## src/design/assert_macros.svh

```systemverilog
`ifndef ASSERT_MACROS_SVH
`define ASSERT_MACROS_SVH

// Check that cons holds in the same cycle as ante.
`define ASSERT_IMPLY(label, clk, rst_n, ante, cons) \
    label: assert property (@(posedge clk) disable iff (!rst_n) (ante) |-> (cons)) \
        else $error("assertion failed: same-cycle implication");

// Check that cons holds in the cycle after ante.
`define ASSERT_NEXT(label, clk, rst_n, ante, cons) \
    label: assert property (@(posedge clk) disable iff (!rst_n) (ante) |=> (cons)) \
        else $error("assertion failed: next-cycle implication");

`endif

```

## src/design/lrnc_pkg.sv

```systemverilog
package lrnc_pkg;

    // Port widths
    localparam int LABEL_PORT_W  = 8;
    localparam int WIDTH_PORT_W  = 9;
    localparam int HEIGHT_PORT_W = 13;
    localparam int COUNT_W       = 8;
    localparam int CFG_INDEX_W   = 2;
    localparam int CFG_DATA_W    = 13;

    // Parameter defaults
    localparam int MAX_WIDTH_DEFAULT  = 256;
    localparam int LABEL_BITS_DEFAULT = 8;

    // Height limit and row counter width
    localparam int HEIGHT_LIMIT = 4096;
    localparam int ROW_W        = 12;
    localparam int HEIGHT_W     = 13;

    // Queue between front and back
    localparam int QUEUE_DEPTH = 4;

    // Configuration register indexes
    typedef enum logic [CFG_INDEX_W-1:0] {
        CFG_TARGET_LABEL = 2'd0,
        CFG_FRAME_WIDTH  = 2'd1,
        CFG_FRAME_HEIGHT = 2'd2
    } cfg_index_t;

    // Reset values of the configuration registers
    localparam logic [LABEL_PORT_W-1:0]  TARGET_RESET = 8'd1;
    localparam logic [WIDTH_PORT_W-1:0]  WIDTH_RESET  = 9'd20;
    localparam logic [HEIGHT_PORT_W-1:0] HEIGHT_RESET = 13'd20;

    localparam logic [COUNT_W-1:0] COUNT_MAX = 8'd255;

endpackage

```

## src/design/lrnc_front.sv

```systemverilog
`include "assert_macros.svh"

module lrnc_front #(
    parameter int MAX_WIDTH  = lrnc_pkg::MAX_WIDTH_DEFAULT,
    parameter int LABEL_BITS = lrnc_pkg::LABEL_BITS_DEFAULT,
    parameter int ENTRY_W    = 2 * LABEL_BITS + 3
) (
    input  logic                                 clk,
    input  logic                                 rst_n,
    input  logic                                 in_valid,
    output logic                                 in_stall,
    input  logic [lrnc_pkg::LABEL_PORT_W-1:0]    pixel_label,
    input  logic [lrnc_pkg::LABEL_PORT_W-1:0]    target_label,
    input  logic [lrnc_pkg::WIDTH_PORT_W-1:0]    frame_width,
    input  logic [lrnc_pkg::HEIGHT_PORT_W-1:0]   frame_height,
    output logic                                 q_push,
    output logic [ENTRY_W-1:0]                   q_data,
    input  logic                                 q_full
);
    import lrnc_pkg::*;

    localparam int COL_W = $clog2(MAX_WIDTH);
    localparam int CMP_W = (COL_W + 1 > WIDTH_PORT_W) ? COL_W + 1 : WIDTH_PORT_W;

    typedef logic [LABEL_BITS-1:0] label_t;

    // Line buffer: previous row of labels
    label_t row_store [MAX_WIDTH];

    logic [COL_W-1:0] col_reg, col_next;
    logic [ROW_W-1:0] row_reg, row_next;
    label_t           left_reg, left_next;

    // Classify stage
    logic   s_valid_reg, s_valid_next;
    label_t s_here_reg;
    label_t s_left_reg;
    label_t s_up_reg;
    logic   s_has_up_reg;
    logic   s_has_left_reg;
    logic   s_last_reg;

    logic             accept;
    label_t           here;
    label_t           tgt;
    logic [CMP_W-1:0] w_eff;
    logic [HEIGHT_W-1:0] h_eff;
    logic [COL_W:0]   col_plus;
    logic [HEIGHT_W-1:0] row_plus;
    logic             end_row;
    logic             end_frame;

    logic   up_mark_v, left_mark_v;
    label_t up_mark, left_mark;

    // Pick the non-target side of a pair that has the target on one side only
    function automatic logic [LABEL_BITS:0] pair_mark(
        input label_t a,
        input label_t b,
        input label_t t,
        input logic   en
    );
        logic [LABEL_BITS:0] res;
        res = '0;
        if (en)
        begin
            if (a == t && b != t)
            begin
                res = {(b != '0), b};
            end
            else if (b == t && a != t)
            begin
                res = {(a != '0), a};
            end
        end
        return res;
    endfunction

    assign accept = in_valid && !in_stall;
    assign here   = label_t'(pixel_label);
    assign tgt    = label_t'(target_label);

    // Clamp frame geometry
    always_comb
    begin
        if (frame_width == '0)
        begin
            w_eff = CMP_W'(1);
        end
        else if (CMP_W'(frame_width) > CMP_W'(MAX_WIDTH))
        begin
            w_eff = CMP_W'(MAX_WIDTH);
        end
        else
        begin
            w_eff = CMP_W'(frame_width);
        end

        if (frame_height == '0)
        begin
            h_eff = HEIGHT_W'(1);
        end
        else if (frame_height > HEIGHT_W'(HEIGHT_LIMIT))
        begin
            h_eff = HEIGHT_W'(HEIGHT_LIMIT);
        end
        else
        begin
            h_eff = frame_height;
        end
    end

    assign col_plus  = {1'b0, col_reg} + 1'b1;
    assign row_plus  = {1'b0, row_reg} + 1'b1;
    assign end_row   = CMP_W'(col_plus) >= w_eff;
    assign end_frame = row_plus >= h_eff;

    // Advance raster position and left neighbor
    always_comb
    begin
        col_next  = col_reg;
        row_next  = row_reg;
        left_next = left_reg;
        if (accept)
        begin
            if (end_row)
            begin
                col_next  = '0;
                left_next = '0;
                row_next  = end_frame ? '0 : ROW_W'(row_plus);
            end
            else
            begin
                col_next  = COL_W'(col_plus);
                left_next = here;
            end
        end
    end

    // Hold a beat in the classify stage until the queue takes it
    assign q_push   = s_valid_reg && !q_full;
    assign in_stall = s_valid_reg && q_full;

    always_comb
    begin
        s_valid_next = s_valid_reg;
        if (accept)
        begin
            s_valid_next = 1'b1;
        end
        else if (q_push)
        begin
            s_valid_next = 1'b0;
        end
    end

    always_ff @(posedge clk or negedge rst_n)
    begin
        if (!rst_n)
        begin
            col_reg     <= '0;
            row_reg     <= '0;
            left_reg    <= '0;
            s_valid_reg <= 1'b0;
        end
        else
        begin
            col_reg     <= col_next;
            row_reg     <= row_next;
            left_reg    <= left_next;
            s_valid_reg <= s_valid_next;
        end
    end

    // Read the pixel above and write the current one in the same beat
    always_ff @(posedge clk)
    begin
        if (accept)
        begin
            s_up_reg          <= row_store[col_reg];
            row_store[col_reg] <= here;
            s_here_reg        <= here;
            s_left_reg        <= left_reg;
            s_has_up_reg      <= (row_reg != '0);
            s_has_left_reg    <= (col_reg != '0);
            s_last_reg        <= end_row && end_frame;
        end
    end

    // Classify the two pairs of the staged pixel
    assign {up_mark_v, up_mark}     = pair_mark(s_here_reg, s_up_reg, tgt, s_has_up_reg);
    assign {left_mark_v, left_mark} = pair_mark(s_here_reg, s_left_reg, tgt, s_has_left_reg);

    assign q_data = {s_last_reg, left_mark_v, left_mark, up_mark_v, up_mark};

    `ASSERT_NEXT(a_row_wrap, clk, rst_n, accept && end_row, col_reg == '0)
    `ASSERT_NEXT(a_frame_wrap, clk, rst_n, accept && end_row && end_frame, row_reg == '0)

endmodule

```

## src/design/lrnc_queue.sv

```systemverilog
`include "assert_macros.svh"

module lrnc_queue #(
    parameter int ENTRY_W = 2 * lrnc_pkg::LABEL_BITS_DEFAULT + 3
) (
    input  logic               clk,
    input  logic               rst_n,
    input  logic               push,
    input  logic [ENTRY_W-1:0] push_data,
    output logic               full,
    output logic               head_valid,
    output logic [ENTRY_W-1:0] head_data,
    input  logic               pop
);
    import lrnc_pkg::*;

    localparam int PTR_W = $clog2(QUEUE_DEPTH);
    localparam int CNT_W = $clog2(QUEUE_DEPTH + 1);

    logic [ENTRY_W-1:0] slots [QUEUE_DEPTH];

    logic [PTR_W-1:0] wr_reg, wr_next;
    logic [PTR_W-1:0] rd_reg, rd_next;
    logic [CNT_W-1:0] cnt_reg, cnt_next;
    logic             do_pop;

    assign full       = (cnt_reg == CNT_W'(QUEUE_DEPTH));
    assign head_valid = (cnt_reg != '0);
    assign head_data  = slots[rd_reg];
    assign do_pop     = pop && head_valid;

    // Advance pointers and fill level
    always_comb
    begin
        wr_next  = wr_reg;
        rd_next  = rd_reg;
        cnt_next = cnt_reg;
        if (push)
        begin
            wr_next = (wr_reg == PTR_W'(QUEUE_DEPTH - 1)) ? '0 : wr_reg + 1'b1;
        end
        if (do_pop)
        begin
            rd_next = (rd_reg == PTR_W'(QUEUE_DEPTH - 1)) ? '0 : rd_reg + 1'b1;
        end
        if (push && !do_pop)
        begin
            cnt_next = cnt_reg + 1'b1;
        end
        else if (do_pop && !push)
        begin
            cnt_next = cnt_reg - 1'b1;
        end
    end

    always_ff @(posedge clk or negedge rst_n)
    begin
        if (!rst_n)
        begin
            wr_reg  <= '0;
            rd_reg  <= '0;
            cnt_reg <= '0;
        end
        else
        begin
            wr_reg  <= wr_next;
            rd_reg  <= rd_next;
            cnt_reg <= cnt_next;
        end
    end

    // Store pushed beats
    always_ff @(posedge clk)
    begin
        if (push)
        begin
            slots[wr_reg] <= push_data;
        end
    end

    `ASSERT_IMPLY(a_fill_bound, clk, rst_n, 1'b1, cnt_reg <= CNT_W'(QUEUE_DEPTH))

endmodule

```

## src/design/lrnc_back.sv

```systemverilog
`include "assert_macros.svh"

module lrnc_back #(
    parameter int LABEL_BITS = lrnc_pkg::LABEL_BITS_DEFAULT,
    parameter int ENTRY_W    = 2 * LABEL_BITS + 3
) (
    input  logic                            clk,
    input  logic                            rst_n,
    input  logic                            q_valid,
    input  logic [ENTRY_W-1:0]              q_data,
    output logic                            q_pop,
    output logic                            out_valid,
    input  logic                            out_stall,
    output logic [lrnc_pkg::COUNT_W-1:0]    neighbour_count
);
    import lrnc_pkg::*;

    localparam int LABEL_COUNT = 2 ** LABEL_BITS;

    typedef logic [LABEL_BITS-1:0] label_t;

    logic [LABEL_COUNT-1:0] seen_reg, seen_next;
    logic [COUNT_W-1:0]     count_reg, count_next;
    logic                   out_valid_reg, out_valid_next;
    logic [COUNT_W-1:0]     out_count_reg;

    label_t           m0, m1;
    logic             m0_v, m1_v, last;
    logic             new0, new1;
    logic [COUNT_W:0] sum;
    logic [COUNT_W-1:0] total;
    logic             out_free;

    assign {last, m1_v, m1, m0_v, m0} = q_data;

    // Take a beat unless it ends a frame and the result slot is still full
    assign out_free = !out_valid_reg || !out_stall;
    assign q_pop    = q_valid && (!last || out_free);

    // Count labels not yet seen; do not count a label twice in one beat
    assign new0  = m0_v && !seen_reg[m0];
    assign new1  = m1_v && !seen_reg[m1] && !(new0 && (m1 == m0));
    assign sum   = {1'b0, count_reg} + (COUNT_W + 1)'(new0) + (COUNT_W + 1)'(new1);
    assign total = (sum > (COUNT_W + 1)'(COUNT_MAX)) ? COUNT_MAX : sum[COUNT_W-1:0];

    always_comb
    begin
        seen_next      = seen_reg;
        count_next     = count_reg;
        out_valid_next = out_valid_reg && out_stall;
        if (q_pop)
        begin
            if (last)
            begin
                seen_next      = '0;
                count_next     = '0;
                out_valid_next = 1'b1;
            end
            else
            begin
                if (new0)
                begin
                    seen_next[m0] = 1'b1;
                end
                if (new1)
                begin
                    seen_next[m1] = 1'b1;
                end
                count_next = total;
            end
        end
    end

    always_ff @(posedge clk or negedge rst_n)
    begin
        if (!rst_n)
        begin
            seen_reg      <= '0;
            count_reg     <= '0;
            out_valid_reg <= 1'b0;
        end
        else
        begin
            seen_reg      <= seen_next;
            count_reg     <= count_next;
            out_valid_reg <= out_valid_next;
        end
    end

    // Load the result register at frame end
    always_ff @(posedge clk)
    begin
        if (q_pop && last)
        begin
            out_count_reg <= total;
        end
    end

    assign out_valid       = out_valid_reg;
    assign neighbour_count = out_count_reg;

    `ASSERT_NEXT(a_frame_clear, clk, rst_n, q_pop && last, count_reg == '0 && seen_reg == '0)
    `ASSERT_NEXT(a_count_grows, clk, rst_n, q_pop && !last, count_reg >= $past(count_reg))

endmodule

```

## src/design/label_region_neighbour_count_unit.sv

```systemverilog
// The count appears on out_valid after the frame's last pixel is taken and passes through
// the classify stage and queue, when the queue is empty and the output register is free.
// Throughput: one pixel per cycle unless stalled; one line buffer read and write per pixel.
// One count per frame; the next frame's pixels flow on while a count waits.
// Reset: clears position, left label, seen bitmap, count, queue and output valid;
// the line buffer holds no reset value; what it reads on the first row is not used.
module label_region_neighbour_count_unit #(
    parameter int MAX_WIDTH  = lrnc_pkg::MAX_WIDTH_DEFAULT,
    parameter int LABEL_BITS = lrnc_pkg::LABEL_BITS_DEFAULT
) (
    input  logic                                clk,
    input  logic                                rst_n,
    input  logic                                in_valid,
    output logic                                in_stall,
    input  logic [lrnc_pkg::LABEL_PORT_W-1:0]   pixel_label,
    output logic                                out_valid,
    input  logic                                out_stall,
    output logic [lrnc_pkg::COUNT_W-1:0]        neighbour_count,
    input  logic                                cfg_valid,
    output logic                                cfg_ready,
    input  logic [lrnc_pkg::CFG_INDEX_W-1:0]    cfg_index,
    input  logic [lrnc_pkg::CFG_DATA_W-1:0]     cfg_data
);
    import lrnc_pkg::*;

    localparam int ENTRY_W = 2 * LABEL_BITS + 3;

    logic [LABEL_PORT_W-1:0]  target_reg;
    logic [WIDTH_PORT_W-1:0]  width_reg;
    logic [HEIGHT_PORT_W-1:0] height_reg;

    logic               q_push;
    logic [ENTRY_W-1:0] q_in;
    logic               q_full;
    logic               q_valid;
    logic [ENTRY_W-1:0] q_head;
    logic               q_pop;

    assign cfg_ready = 1'b1;

    // Write configuration registers
    always_ff @(posedge clk or negedge rst_n)
    begin
        if (!rst_n)
        begin
            target_reg <= TARGET_RESET;
            width_reg  <= WIDTH_RESET;
            height_reg <= HEIGHT_RESET;
        end
        else if (cfg_valid && cfg_ready)
        begin
            case (cfg_index)
                CFG_TARGET_LABEL: target_reg <= cfg_data[LABEL_PORT_W-1:0];
                CFG_FRAME_WIDTH:  width_reg  <= cfg_data[WIDTH_PORT_W-1:0];
                CFG_FRAME_HEIGHT: height_reg <= cfg_data[HEIGHT_PORT_W-1:0];
                default:          ;
            endcase
        end
    end

    lrnc_front #(
        .MAX_WIDTH  (MAX_WIDTH),
        .LABEL_BITS (LABEL_BITS),
        .ENTRY_W    (ENTRY_W)
    ) u_front (
        .clk          (clk),
        .rst_n        (rst_n),
        .in_valid     (in_valid),
        .in_stall     (in_stall),
        .pixel_label  (pixel_label),
        .target_label (target_reg),
        .frame_width  (width_reg),
        .frame_height (height_reg),
        .q_push       (q_push),
        .q_data       (q_in),
        .q_full       (q_full)
    );

    lrnc_queue #(
        .ENTRY_W (ENTRY_W)
    ) u_queue (
        .clk        (clk),
        .rst_n      (rst_n),
        .push       (q_push),
        .push_data  (q_in),
        .full       (q_full),
        .head_valid (q_valid),
        .head_data  (q_head),
        .pop        (q_pop)
    );

    lrnc_back #(
        .LABEL_BITS (LABEL_BITS),
        .ENTRY_W    (ENTRY_W)
    ) u_back (
        .clk             (clk),
        .rst_n           (rst_n),
        .q_valid         (q_valid),
        .q_data          (q_head),
        .q_pop           (q_pop),
        .out_valid       (out_valid),
        .out_stall       (out_stall),
        .neighbour_count (neighbour_count)
    );

endmodule
```

## config.mk

```make
export PLATFORM = sky130hd
export DESIGN_NAME = label_region_neighbour_count_unit
export DESIGN_NICKNAME = d
export VERILOG_FILES = /design/src/design/lrnc_pkg.sv /design/src/design/lrnc_front.sv /design/src/design/lrnc_queue.sv /design/src/design/lrnc_back.sv /design/src/design/label_region_neighbour_count_unit.sv
export VERILOG_INCLUDE_DIRS = /design/src /design/src/design
export SDC_FILE = /design/constraint.sdc
export NUM_CORES = 2
export LEC_CHECK = 0
export ABC_AREA = 1
export BUFFER_PORTS_ARGS = -buffer_cell sky130_fd_sc_hd__clkbuf_2
export CORE_MARGIN = 4
export CORE_UTILIZATION = 45
export DETAILED_ROUTE_END_ITERATION = 7
export MAX_ROUTING_LAYER = met4
export PLACE_DENSITY = 0.62
export SLEW_MARGIN = 20
export SYNTH_ARGS = -nofsm -noshare
export SYNTH_HDL_FRONTEND = slang
export SYNTH_SLANG_ARGS = --single-unit
```

## constraint.sdc

```tcl
create_clock -name clk -period 7.95 [get_ports clk]
set_input_delay 0.795 -clock clk [delete_from_list [all_inputs] [get_ports clk]]
set_output_delay 0.795 -clock clk [all_outputs]
set_load 0.01 [all_outputs]
```

==> impl_metrics.py <==
metrics = {
    "detailed_routing": {
        "vias": 89420,
        "routedWlPerCell_um": 24.6,
        "totalWireLength_um": 367000,
        "vias_per_cell": 6.00,
        "dr.pass1.iters": 6,
        "drc": 0,
        "drt-initial-drc-count": 11903,
        "ant_nets": 0,
    },
    "timing": {
        "finClkSkew_ps": 71.3,
        "holdWs_ps": 125,
        "rsz0062_at_grt": "false",
        "hold_viol": 0,
        "worst_pin_slew_ps": 1230,
        "layout_min_cycle_time_ps": 6300,
        "final.setup.tns_ps": 0,
        "period_share": 0.792,
        "layout_setup_ws_ps": 1650,
        "worst_slew_margin_rel": 0.168,
        "clock.fmax_mhz": 159,
        "slew_viol_final": 0,
        "setup_viol": 0,
    },
    "synthesis": {
        "ys_ff_latch": 2490,
        "ys_seq_area_frac": 0.642,
        "syn_avg_cell_area_um2": 9.73,
        "synthTopCellsByArea": "edfxtp_1 (57%), nand2_1 (10%), dfrtp_1 (7.2%)",
        "synth_nets": 11769,
        "ys.flop_type": "edfxtp_1",
        "synth_top_cell_by_area": "edfxtp_1",
        "yosysWarnings": 0,
        "synth_common_cells": "nand2_1 (3156), edfxtp_1 (2159), nor2_1 (1679), o21ai_0 (1214), nand3_1 (694)",
        "yosysMostFrequentCell": "nand2_1",
        "netlist.area_leader.share": 0.569,
        "synth_cells": 11704,
        "syn_area_um2": 114000,
        "synthDistinctLibCells": 57,
        "async_flop_share": 0.133,
        "synth_edf_count": 2159,
    },
    "global_routing": {
        "gr-total-overflow": 0,
        "track_usage": 0.279,
        "grt_max_degree": 193,
        "grt_pass1_vias": 83521,
        "grt_pass1_wl_um": 543000,
        "antenna_found_initial": 6,
    },
    "final_layout": {
        "final_core_util": 0.498,
        "fillers": 22389,
        "final_area_um2": 125000,
        "largest_register_ffs": 2048,
        "fin_nets": 11432,
        "layout-drive-gt1-share": 0.0587,
        "area_delta_synth_final_pct": 10.1,
    },
    "hold_path": {
        "hold_start": "cfg_data[12]",
        "hp-class": "input pin to flip-flop",
        "hold_depth": 3,
        "hold_path_end": "height_reg[12]",
    },
    "setup_path": {
        "cp-startpoint": "u_queue.rd_reg[0]",
        "critical_path_class": "flip-flop to flip-flop",
        "cp-start-kind": "flip-flop",
        "crit_fanout": 74,
        "crit_required_ps": 8750,
        "worst-r2r-cell-count": 33,
        "reg2reg_from": "u_queue.rd_reg[0]",
        "critPathArrivalTime_ps": 7100,
        "cpPeakStageDelay_ps": 560,
        "rrSetupSlack_ps": 1650,
        "cp-end-kind": "flip-flop",
        "rr_endpoint": "u_back.count_reg[5]",
        "worst_path_max_delay_cell": "buf_4",
    },
    "power": {
        "p_leak_uw": 0.0460,
        "power.density_nw_per_um2": 423,
        "vdd.ir_drop.worst_mv": 0.975,
    },
    "clocking": {
        "cts_sinks": 2490,
        "clock_latency_ps": 940,
        "cts_tree": "built",
        "clk_pin_slew_ps": 60,
        "htreeDepth": 5,
        "cts_buffers": 279,
        "clockBufferDepth": 4,
        "root_buffer": "clkbuf_16",
        "cts_setup_buffers": 0,
    },
    "placement": {
        "gp_routability_congestion": 0.949,
        "placed_cell_area_um2": 117000,
        "place_hpwl_um": 201000,
        "io_buffers": 37,
        "place_ws_ps": 1900,
    },
    "job": {
        "max_cap_violations": 0,
    },
    "die": {
        "core_um2": 252000,
        "die_area_um2": 261000,
        "rows": 184,
        "fp.dieW_um": 511,
        "chipHeight_um": 511,
        "io_pins": 39,
        "start_util": 0.453,
    },
    "status": {
        "status": "finished clean",
    },
}
[final cells by class]
type | count | area [um2] | area share
Sequential cell | 2490 | 73100 | 0.583
Multi-Input combinational cell | 7997 | 36200 | 0.289
Clock buffer | 337 | 7340 | 0.0586
Tap cell | 3348 | 4190 | 0.0334
Timing Repair Buffer | 206 | 1920 | 0.0153
Inverter | 393 | 1500 | 0.0120
Clock inverter | 129 | 1120 | 0.00891
Antenna cell | 6 | 15.0 | 0.000120
[repair_timing]
item	CTS	global route
gates resized for setup	0	0
endpoints found under the hold margin	45	0
hold buffers	1	0
[report_power, final]
part / internal (uW) / switching, uW / total [uW] / leakage, uW
Combinational: 6320 / 18400 / 24700 / 0.0181
Sequential: 15200 / 863 / 16000 / 0.0238
Clock: 7160 / 5170 / 12300 / 0.00418
[per-stage QoR]
step,instances,power (uW)
floorplan,11704,32100
global placement,14433,39800
detailed placement,14433,40200
CTS,14900,52500
global route,14904,55800
finish,14906,53000
[kinds of logic (layout without fill, tap and decap cells)]
| logic type | Yosys count | after routing | share of synthesized area |
|---|---|---|---|
| other | 1 | 7 | 0.0000329 |
| adders and majority gates | 37 | 37 | 0.00420 |
| AOI/OAI and AO/OA | 2285 | 2285 | 0.111 |
| DFF | 2490 | 2490 | 0.642 |
| buffers and inverters | 1217 | 1065 | 0.0432 |
| xor gates and xnor gates | 36 | 36 | 0.00277 |
| muxes | 3 | 3 | 0.000297 |
| and+or+nand+nor | 5635 | 5635 | 0.196 |
[worst max-delay path, delay by kind of cell, from the launching register on]
kind                     cells  cell delay (ps)
AO/OA/AOI/OAI                2              250
adder cells (fa/ha/maj)      2              390
buffers and inverters        8             2180
flip-flops                   1              320
AND/OR/NAND/NOR             21             2930
[cells in the final DEF (no fill, tap or decap), types with 35 or more instances in the layout]
cell type,count
edfxtp_1,2159
nor2_1,1652
dfrtp_1,324
buf_4,137
o21ai_0,1213
nand3_1,680
clkinv_1,53
o21ai_1,46
clkbuf_16,283
ha_1,35
nand2_1,3148
o22ai_1,522
clkbuf_1,48
a41oi_1,47
inv_1,370
clkinv_2,55
a21oi_1,339
a22o_1,35
nand4_1,48
[layer usage]
metal  global-route usage  share of wire
met3               0.0519           0.10
met5                    -              0
met2                0.420           0.45
met1                0.373           0.40
met4                0.115          0.046
[how the worst max path moves through the flow]
stage	to	slack (ps)
final	u_back.count_reg[5]	1650
after global routing	u_back.count_reg[5]	1100
after CTS	u_back.count_reg[3]	1810
after detailed placement	u_back.count_reg[3]	1900
after global placement	u_back.count_reg[3]	1780
after floorplan	u_back.neighbour_count[6]	3920
Note: power is estimated with default switching activity, not from simulation.
